## src/tvas_pkg.sv

```systemverilog
// shared constants, beat layouts and per-voice helper functions for the
// three-voice envelope synth; no dependencies
package tvas_pkg;

  localparam int NUM_VOICES = 3;
  localparam int SLOT_W     = $clog2(NUM_VOICES + 1);
  localparam int SAMPLE_W   = 8;
  localparam int VOICE_W    = 2;
  localparam int IN_DATA_W  = 128;
  localparam int DIV_W      = 8;

  localparam logic [DIV_W-1:0] ENV_RESET_COUNT = 8'd10;
  localparam logic [15:0]      LFSR_SEED       = 16'hACE1;
  localparam logic [15:0]      LFSR_TAPS       = 16'hB400;

  // beat kinds carried in s_tuser
  localparam logic ACT_TICK = 1'b0;
  localparam logic ACT_NOTE = 1'b1;

  // waveform codes
  localparam logic [2:0] WAVE_OFF    = 3'd0;
  localparam logic [2:0] WAVE_SQUARE = 3'd1;
  localparam logic [2:0] WAVE_SAW    = 3'd2;
  localparam logic [2:0] WAVE_TRI    = 3'd3;
  localparam logic [2:0] WAVE_NOISE  = 3'd4;
  localparam logic [2:0] WAVE_HOLD   = 3'd5;

  // envelope modes
  localparam logic [1:0] MODE_NONE = 2'd0;

  // envelope phases
  localparam logic [1:0] ENV_IDLE    = 2'd0;
  localparam logic [1:0] ENV_ATTACK  = 2'd1;
  localparam logic [1:0] ENV_DECAY   = 2'd2;
  localparam logic [1:0] ENV_RELEASE = 2'd3;

  // note-start beat, last field (voice) in the lowest bits
  typedef struct packed {
    logic              pad;
    logic [15:0]       bend_rate;
    logic [15:0]       bend_limit;
    logic [15:0]       release_rate;
    logic [15:0]       sustain_level;
    logic [15:0]       decay_rate;
    logic [15:0]       attack_rate;
    logic [7:0]        volume;
    logic [15:0]       phase_inc;
    logic [1:0]        env_mode;
    logic [2:0]        wave;
    logic [VOICE_W-1:0] voice;
  } note_t;

  typedef struct packed {
    logic [2:0]  wave;
    logic [1:0]  env_mode;
    logic [15:0] inc;
    logic [15:0] peak;
    logic [15:0] attack;
    logic [15:0] decay;
    logic [15:0] sustain;
    logic [15:0] release_rate;
    logic [15:0] bend_limit;
    logic [15:0] bend_rate;
  } voice_cfg_t;

  typedef struct packed {
    logic [15:0] level;
    logic [1:0]  phase;
  } env_t;

  // one ADSR step
  function automatic env_t env_step(env_t cur, voice_cfg_t c);
    logic [16:0] rise;
    logic [16:0] floor_lvl;
    env_t        nx;
    nx        = cur;
    rise      = {1'b0, cur.level} + {1'b0, c.attack};
    floor_lvl = {1'b0, c.sustain} + {1'b0, c.decay};
    case (cur.phase)
      ENV_ATTACK: begin
        if (cur.level >= c.peak) begin
          if (c.decay != 16'd0) begin
            nx.level = c.peak;
            nx.phase = ENV_DECAY;
          end else begin
            nx.level = c.sustain;
            nx.phase = ENV_RELEASE;
          end
        end else begin
          nx.level = rise[16] ? 16'hFFFF : rise[15:0];
        end
      end
      ENV_DECAY: begin
        if ({1'b0, cur.level} >= floor_lvl) begin
          nx.level = cur.level - c.decay;
        end else begin
          nx.level = c.sustain;
          nx.phase = ENV_RELEASE;
        end
      end
      ENV_RELEASE: begin
        if (cur.level >= c.sustain) begin
          if (c.env_mode[1]) begin
            nx.level = (c.attack != 16'd0) ? 16'd0 : c.peak;
            nx.phase = ENV_ATTACK;
          end else begin
            nx.level = 16'd0;
            nx.phase = ENV_IDLE;
          end
        end else begin
          nx.level = cur.level - c.release_rate;
        end
      end
      default: ;
    endcase
    return nx;
  endfunction

  // linear bend toward the limit, clamped there
  function automatic logic [15:0] bend_step(logic [15:0] bend, voice_cfg_t c);
    logic signed [16:0] b;
    logic signed [16:0] rate;
    logic signed [16:0] lim;
    rate = $signed({c.bend_rate[15], c.bend_rate});
    lim  = $signed({c.bend_limit[15], c.bend_limit});
    b    = $signed({bend[15], bend}) + rate;
    if (rate > 17'sd0 && b > lim) begin
      b = lim;
    end else if (rate < 17'sd0 && b < lim) begin
      b = lim;
    end
    return b[15:0];
  endfunction

  // waveform value for a phase; noise takes the already stepped lfsr
  function automatic logic [15:0] wave_shape(logic [2:0] wave, logic [15:0] ph,
                                             logic [15:0] held, logic [15:0] noise);
    logic [15:0] w;
    case (wave)
      WAVE_SQUARE: w = ph[15] ? 16'h0000 : 16'hFFFF;
      WAVE_SAW:    w = {ph[14:0], 1'b0};
      WAVE_TRI:    w = ph[15] ? {~ph[14:0], 1'b0} : {ph[14:0], 1'b0};
      WAVE_NOISE:  w = ph[15] ? 16'h0000 : noise;
      WAVE_HOLD:   w = held;
      WAVE_OFF:    w = 16'h0000;
      default:     w = 16'h0000;
    endcase
    return w;
  endfunction

endpackage

```

## src/three_voice_adsr_synth.sv

```systemverilog
// three-voice phase accumulator synth with adsr envelopes and pitch bend
// depends on tvas_pkg
//
//  channel  | signals                          | beat carries
//  ---------+----------------------------------+------------------------------------
//  input    | s_tvalid s_tready s_tdata s_tuser | tick, or note start for one voice
//  output   | m_tvalid m_tready m_tdata        | one 8-bit sample per tick
//  config   | cfg_wr_en cfg_wr_data            | envelope divider
//
// one beat is taken every cycle unless a tick waits; a tick's sample goes via the
// input register, then the single processing pass into the output register
// note-start beats give no sample and never wait on the output side
// a tick waits in the input register only while the output register is full and stalled
// reset clears all voice state and loads the envelope divider and countdown with ten
module three_voice_adsr_synth (
  input  logic                              clk,
  input  logic                              rst,
  input  logic                              s_tvalid,
  output logic                              s_tready,
  // voice, wave, env_mode, phase_inc, volume, attack_rate, decay_rate,
  // sustain_level, release_rate, bend_limit, bend_rate, one zero pad bit
  input  logic [tvas_pkg::IN_DATA_W-1:0]    s_tdata,
  // action
  input  logic                              s_tuser,
  output logic                              m_tvalid,
  input  logic                              m_tready,
  // sample
  output logic [tvas_pkg::SAMPLE_W-1:0]     m_tdata,
  input  logic                              cfg_wr_en,
  input  logic [tvas_pkg::DIV_W-1:0]        cfg_wr_data
);
  import tvas_pkg::*;

  // input register
  logic        in_valid;
  logic        in_action;
  note_t       in_note;

  // voice state
  voice_cfg_t  cfg         [NUM_VOICES];
  logic [15:0] phase_count [NUM_VOICES];
  logic [15:0] wave_value  [NUM_VOICES];
  env_t        env         [NUM_VOICES];
  logic [15:0] bend_now    [NUM_VOICES];

  voice_cfg_t  cfg_next         [NUM_VOICES];
  logic [15:0] phase_count_next [NUM_VOICES];
  logic [15:0] wave_value_next  [NUM_VOICES];
  env_t        env_next         [NUM_VOICES];
  logic [15:0] bend_now_next    [NUM_VOICES];

  // shared state
  logic [SLOT_W-1:0]   slot_counter;
  logic [SLOT_W-1:0]   slot_counter_next;
  logic [DIV_W-1:0]    env_countdown;
  logic [DIV_W-1:0]    env_countdown_next;
  logic [DIV_W-1:0]    envelope_divider;
  logic [SAMPLE_W-1:0] last_sample;
  logic [SAMPLE_W-1:0] last_sample_next;
  logic [15:0]         noise_lfsr;
  logic [15:0]         noise_lfsr_next;
  logic [15:0]         lfsr_stepped;

  logic        proc_fire;
  logic        do_tick;
  logic        do_note;
  logic        render_slot;
  logic        env_fire;
  logic [15:0] rend_wave;
  logic [15:0] rend_level;
  logic [15:0] mix_product;
  logic [15:0] peak_new;

  // a note start never needs the output register, a tick needs a free one
  assign proc_fire = in_valid && (in_action == ACT_NOTE || !m_tvalid || m_tready);
  assign do_tick   = proc_fire && in_action == ACT_TICK;
  assign do_note   = proc_fire && in_action == ACT_NOTE;
  assign s_tready  = !in_valid || proc_fire;

  // slots 0..NUM_VOICES-1 render a voice, the last slot steps the envelopes
  assign render_slot = 32'(slot_counter) < NUM_VOICES;
  assign env_fire    = !render_slot && env_countdown == '0;

  assign lfsr_stepped = {1'b0, noise_lfsr[15:1]} ^ (noise_lfsr[0] ? LFSR_TAPS : 16'h0000);
  assign peak_new     = {in_note.volume, 8'h00};

  always_comb begin
    rend_wave       = 16'h0000;
    rend_level      = 16'h0000;
    noise_lfsr_next = noise_lfsr;
    for (int k = 0; k < NUM_VOICES; k++) begin
      cfg_next[k]         = cfg[k];
      phase_count_next[k] = phase_count[k];
      wave_value_next[k]  = wave_value[k];
      env_next[k]         = env[k];
      bend_now_next[k]    = bend_now[k];
      if (do_tick) begin
        // phase advance: increment plus bend / 256, sign kept
        phase_count_next[k] = phase_count[k] + cfg[k].inc
                              + {{8{bend_now[k][15]}}, bend_now[k][15:8]};
        if (render_slot && 32'(slot_counter) == k) begin
          wave_value_next[k] = wave_shape(cfg[k].wave, phase_count_next[k],
                                          wave_value[k], lfsr_stepped);
          rend_wave  = wave_value_next[k];
          rend_level = env[k].level;
          if (cfg[k].wave == WAVE_NOISE && !phase_count_next[k][15]) begin
            noise_lfsr_next = lfsr_stepped;
          end
        end
        if (env_fire) begin
          env_next[k]      = env_step(env[k], cfg[k]);
          bend_now_next[k] = bend_step(bend_now[k], cfg[k]);
        end
      end else if (do_note && 32'(in_note.voice) == k) begin
        // note start reprograms this voice; out-of-range voices match nothing
        cfg_next[k].wave     = in_note.wave;
        cfg_next[k].env_mode = in_note.env_mode;
        cfg_next[k].inc      = in_note.phase_inc;
        cfg_next[k].peak     = peak_new;
        phase_count_next[k]  = 16'h0000;
        if (in_note.env_mode != MODE_NONE) begin
          cfg_next[k].attack       = in_note.attack_rate;
          cfg_next[k].decay        = in_note.decay_rate;
          cfg_next[k].sustain      = in_note.sustain_level;
          cfg_next[k].release_rate = in_note.release_rate;
          env_next[k].phase        = ENV_ATTACK;
          env_next[k].level        = (in_note.attack_rate != 16'd0) ? 16'd0 : peak_new;
        end else begin
          cfg_next[k].attack       = 16'd0;
          cfg_next[k].decay        = 16'd0;
          cfg_next[k].sustain      = 16'd0;
          cfg_next[k].release_rate = 16'd0;
          env_next[k].phase        = ENV_IDLE;
          env_next[k].level        = peak_new;
        end
        // zero bend rate leaves the running bend alone
        if (in_note.bend_rate != 16'd0) begin
          cfg_next[k].bend_rate  = in_note.bend_rate;
          cfg_next[k].bend_limit = in_note.bend_limit;
          bend_now_next[k]       = 16'h0000;
        end
      end
    end
  end

  // mix: top byte of wave times top byte of level, keep the top byte
  assign mix_product = rend_wave[15:8] * rend_level[15:8];

  always_comb begin
    slot_counter_next  = slot_counter;
    env_countdown_next = env_countdown;
    last_sample_next   = last_sample;
    if (do_tick) begin
      if (render_slot) begin
        slot_counter_next = slot_counter + 1'b1;
        last_sample_next  = mix_product[15:8];
      end else begin
        slot_counter_next = '0;
        // envelope slot repeats the previous sample
        if (env_countdown != '0) begin
          env_countdown_next = env_countdown - 1'b1;
        end else begin
          env_countdown_next = envelope_divider;
        end
      end
    end
  end

  // input register
  always_ff @(posedge clk) begin
    if (rst) begin
      in_valid <= 1'b0;
    end else if (s_tready) begin
      in_valid <= s_tvalid;
    end
  end

  always_ff @(posedge clk) begin
    if (s_tvalid && s_tready) begin
      in_action <= s_tuser;
      in_note   <= note_t'(s_tdata);
    end
  end

  // state update
  always_ff @(posedge clk) begin
    if (rst) begin
      for (int k = 0; k < NUM_VOICES; k++) begin
        cfg[k]         <= '0;
        phase_count[k] <= '0;
        wave_value[k]  <= '0;
        env[k]         <= '0;
        bend_now[k]    <= '0;
      end
      slot_counter     <= '0;
      env_countdown    <= ENV_RESET_COUNT;
      last_sample      <= '0;
      noise_lfsr       <= LFSR_SEED;
      envelope_divider <= ENV_RESET_COUNT;
    end else begin
      for (int k = 0; k < NUM_VOICES; k++) begin
        cfg[k]         <= cfg_next[k];
        phase_count[k] <= phase_count_next[k];
        wave_value[k]  <= wave_value_next[k];
        env[k]         <= env_next[k];
        bend_now[k]    <= bend_now_next[k];
      end
      slot_counter  <= slot_counter_next;
      env_countdown <= env_countdown_next;
      last_sample   <= last_sample_next;
      noise_lfsr    <= noise_lfsr_next;
      if (cfg_wr_en) begin
        envelope_divider <= cfg_wr_data;
      end
    end
  end

  // output register
  always_ff @(posedge clk) begin
    if (rst) begin
      m_tvalid <= 1'b0;
    end else if (do_tick) begin
      m_tvalid <= 1'b1;
    end else if (m_tready) begin
      m_tvalid <= 1'b0;
    end
  end

  always_ff @(posedge clk) begin
    if (do_tick) begin
      m_tdata <= last_sample_next;
    end
  end

endmodule

```

## config.mk

```make
export PLATFORM = sky130hd
export DESIGN_NAME = three_voice_adsr_synth
export DESIGN_NICKNAME = d
export VERILOG_FILES = /design/src/tvas_pkg.sv /design/src/three_voice_adsr_synth.sv
export SDC_FILE = /design/constraint.sdc
export NUM_CORES = 2
export LEC_CHECK = 0
export ABC_AREA = 1
export BUFFER_PORTS_ARGS = -buffer_cell sky130_fd_sc_hd__buf_4
export CORE_MARGIN = 1
export CORE_UTILIZATION = 60
export DETAILED_ROUTE_END_ITERATION = 6
export GPL_ROUTABILITY_DRIVEN = 0
export PLACE_DENSITY = 0.77
export SYNTH_ARGS = -nofsm -noshare
export SYNTH_HDL_FRONTEND = slang
export SYNTH_SLANG_ARGS = --single-unit
```

## constraint.sdc

```tcl
create_clock -name clk -period 10.75 [get_ports clk]
set_input_delay 1.075 -clock clk [delete_from_list [all_inputs] [get_ports clk]]
set_output_delay 1.075 -clock clk [all_outputs]
set_load 0.03 [all_outputs]
```

==> impl_metrics.ini <==
[run_status]
outcome = complete, but fails checks
violations = DRC

[routing]
via_per_inst = 5.94
drc = 7
ant_nets = 0
wl_mm = 149
route.vias.total = 45674
dr.pass1.iters = 7
avgRoutedWirePerCell_um = 19.4
drt_iter0_markers = 4755

[synth]
postSynth.asyncResetShare_pct = 0
synth_cell_types = 68
yosys_warnings = 0
synth_nets = 7261
syn_avg_cell_area_um2 = 7.47
ys.flop_type = dfxtp_1
netlist_area_um2 = 48800
netlist_instances = 6532
seq_area_frac_synth_pct = 32.6
synth.ff_latch_count = 726
synth-edff-count = 136

[critical_path]
slowest_stage = dfxtp_1
crit_type = reg2reg
arrival_ps = 8510
cp_max_fo = 12
endpoint_kind = flip-flop
slowest_delay_ps = 780
r2r_cells = 36
start_kind = flip-flop
r2r_slack_ps = 2670
cp.required_ps = 11170
reg2reg_to = m_tdata[6]
r2r-start = bend_now[0][15]
cpMostUsedCell = nand2_1

[timing]
slew-limit-headroom_pct = 13.7
fmax_mhz = 124
report.final.slew_viol_count = 0
rsz0062_at_grt = false
finalSetupViolations = 0
finalHoldViolCount = 0
tightest_slew_ps = 1290
setup-tns-final_ps = 0
min_period_over_period_pct = 75.2
finalClockSkew_ps = 43.2
fin_crit_ps = 8080

[clocking]
clock_sinks = 726
clk_latency_ps = 680
cts_made_buffers = 82
post-cts-setup-buffers = 0
cts-root-buf = clkbuf_16
cts_buffer_depth = 3
cts_hold_buf = 0
cts_max_level = 3
path_clk_slew_ps = 60
cts_tree = done
cts_resized = 0

[min_path]
hold_depth = 2
hp-start = noise_lfsr[2]
hp-class = reg2reg
min_to = noise_lfsr[1]

[pwr]
swShare_pct = 30.0
power_frac_comb_pct = 16.3
pwr-share-seq_pct = 42.0
power_density_nw_per_um2 = 131
p_leak_nw = 23.9
switching_power_w = 0.00209
clockPowerShare_pct = 41.7
max-vdd-ir-drop_mv = 0.150
internal_power_w = 0.00488

[cells_and_area]
final_cells = 7691
syn_to_final_growth_pct = 9.43
antenna_cells = 0
design_area_um2 = 53400
post_route_cells_drive_above_1_share_pct = 6.30
nets = 7292

[grt]
grt_pass1_wl_mm = 233
grtUsageTotal_pct = 35.8
grt_max_degree = 248
antenna_found_initial = 1
grt_remaining_overflow = 0
grt_pass1_vias = 43006

[job]
drv_cap = 0

[place]
portBuffers = 150
dp_hpwl_mm = 111
dp_cells = 7539
place_area_um2 = 50600

[floorplan]
die_y_um = 287
io-pin-count = 152
start_util_pct = 60.6
fp.dieArea_um2 = 82400
die_x_um = 287
core.rowCount = 104
floorplan.core_area_um2 = 80500
kinds of logic (layout without fill, tap and decap cells):
group                    after synthesis  after routing  share of synthesized area (%)
adder cells (fa/ha/maj)              587            587                           16.6
AO/OA/AOI/OAI                       1827           1827                           20.3
buffers and inverters               1019           1118                           7.94
AND/OR/NAND/NOR                     2162           2162                           18.9
flip-flops                           726            726                           32.6
XOR/XNOR                             211            211                           3.79
worst max-delay path by stage:
stage                                from         end  slack [ps]  cells past startpoint
final                     bend_now[0][15]  m_tdata[6]        2670                     36
after global routing      bend_now[0][15]  m_tdata[6]        2140                     36
after CTS                 bend_now[0][15]  m_tdata[6]        2820                     36
after detailed placement  bend_now[0][15]  m_tdata[6]        2900                     36
after global placement    bend_now[0][15]  m_tdata[6]        2980                     36
after floorplan                  s_tvalid   in_action        2560                      2
metal layers:
| metal | global-route usage, % | vias to the layer above | wire, um |
|---|---|---|---|
| met5 | 0 | - | 5 |
| met4 | 21.4 | 2 | 9910 |
| met3 | 5.63 | 440 | 13800 |
| met2 | 55.4 | 2096 | 64300 |
| met1 | 47.2 | 20917 | 61300 |
| li1 | - | 22219 | - |
state kept, by name, indices dropped and copies added (netlist names):
signal            flops
m_tvalid              1
m_tdata               8
in_action             1
last_sample           8
slot_counter          2
bend_now             48
wave_value           24
envelope_divider      8
in_valid              1
env_countdown         8
noise_lfsr           16
cfg                 372
phase_count          48
in_note             127
env                  54
synth_stat cells (6+ instances only):
library cell,n,area share (%)
o221ai_1,6,0.11
a21o_1,13,0.20
nand2_2,12,0.15
o31ai_1,10,0.15
a22oi_1,13,0.20
o21a_1,16,0.25
nor4_1,51,0.65
nor2_1,487,3.7
nand3_1,272,2.8
inv_2,11,0.085
a211oi_1,17,0.26
edfxtp_1,136,8.4
nand3_2,10,0.21
and2_1,7,0.090
o21ai_0,647,6.6
buf_2,9,0.092
o21bai_1,40,0.62
o211ai_1,72,1.1
a21oi_1,882,9.0
nor3_1,52,0.53
clkbuf_1,201,1.5
dfxtp_1,590,24
xnor2_1,86,1.5
or2_2,30,0.38
inv_1,778,6.0
o2111ai_1,17,0.31
o311ai_0,9,0.16
o21ai_1,22,0.23
a21boi_0,10,0.15
buf_1,12,0.092
xor2_1,125,2.2
nor2_2,10,0.13
ha_1,489,13
fa_1,98,4.0
nand4_1,73,0.94
nand2_1,1133,8.7
a31oi_1,28,0.36
cells in the final DEF, fill, tap and decap left out, types with 14 or more instances in the layout:
master,n
ha_1,489
a31oi_1,27
nor3_1,51
fa_1,98
or2_2,30
nand3_1,269
clkbuf_1,14
inv_1,775
a211oi_1,17
nor4_1,51
o21bai_1,40
xnor2_1,86
a21oi_1,882
o2111ai_1,17
edfxtp_1,136
nor2_1,485
clkbuf_16,83
o21a_1,16
inv_2,14
buf_4,174
o21ai_1,22
nand2_1,1133
nand4_1,73
dfxtp_1,590
o211ai_1,72
xor2_1,125
o21ai_0,647
power by group through the flow:
stage | Combinational, W | Sequential [W] | Clock (W)
after floorplan | 0.000814 | 0.00295 | 0
after global placement | 0.00107 | 0.00298 | 0
after detailed placement | 0.00109 | 0.00299 | 0
after CTS | 0.00110 | 0.00293 | 0.00293
after global routing | 0.00126 | 0.00293 | 0.00304
final | 0.00113 | 0.00293 | 0.00291
cell type report:
cell class              count  area, um2
multi-input cells        4787      29100
fillers                  6898      27200
flip-flops and latches    726      15900
inverters                 790       2970
clock buffers             109       2290
repair buffers            176       1340
well taps                1060       1330
clock inverters            43        480
worst max-delay path: cells and delay by family, from the launching register on:
kind                       cells  cell delay [ps]
buffers and inverters          7              590
AOI/OAI and AO/OA              6             1510
and+or+nand+nor               16             1670
DFF                            1              780
adders and majority gates      7             3280
per-stage QoR:
step / hold WS (ps) / power [W] / setup WS, ps / util [%]
CTS: 458 / 0.00696 / 2820 / 66.3
global placement: 437 / 0.00406 / 2980 / 62.8
global route: 468 / 0.00723 / 2140 / 66.3
finish: 452 / 0.00697 / 2670 / 66.3
detailed placement: 437 / 0.00408 / 2900 / 62.8
floorplan: 421 / 0.00376 / 2560 / -
Note: power is estimated with default switching activity, not from simulation.
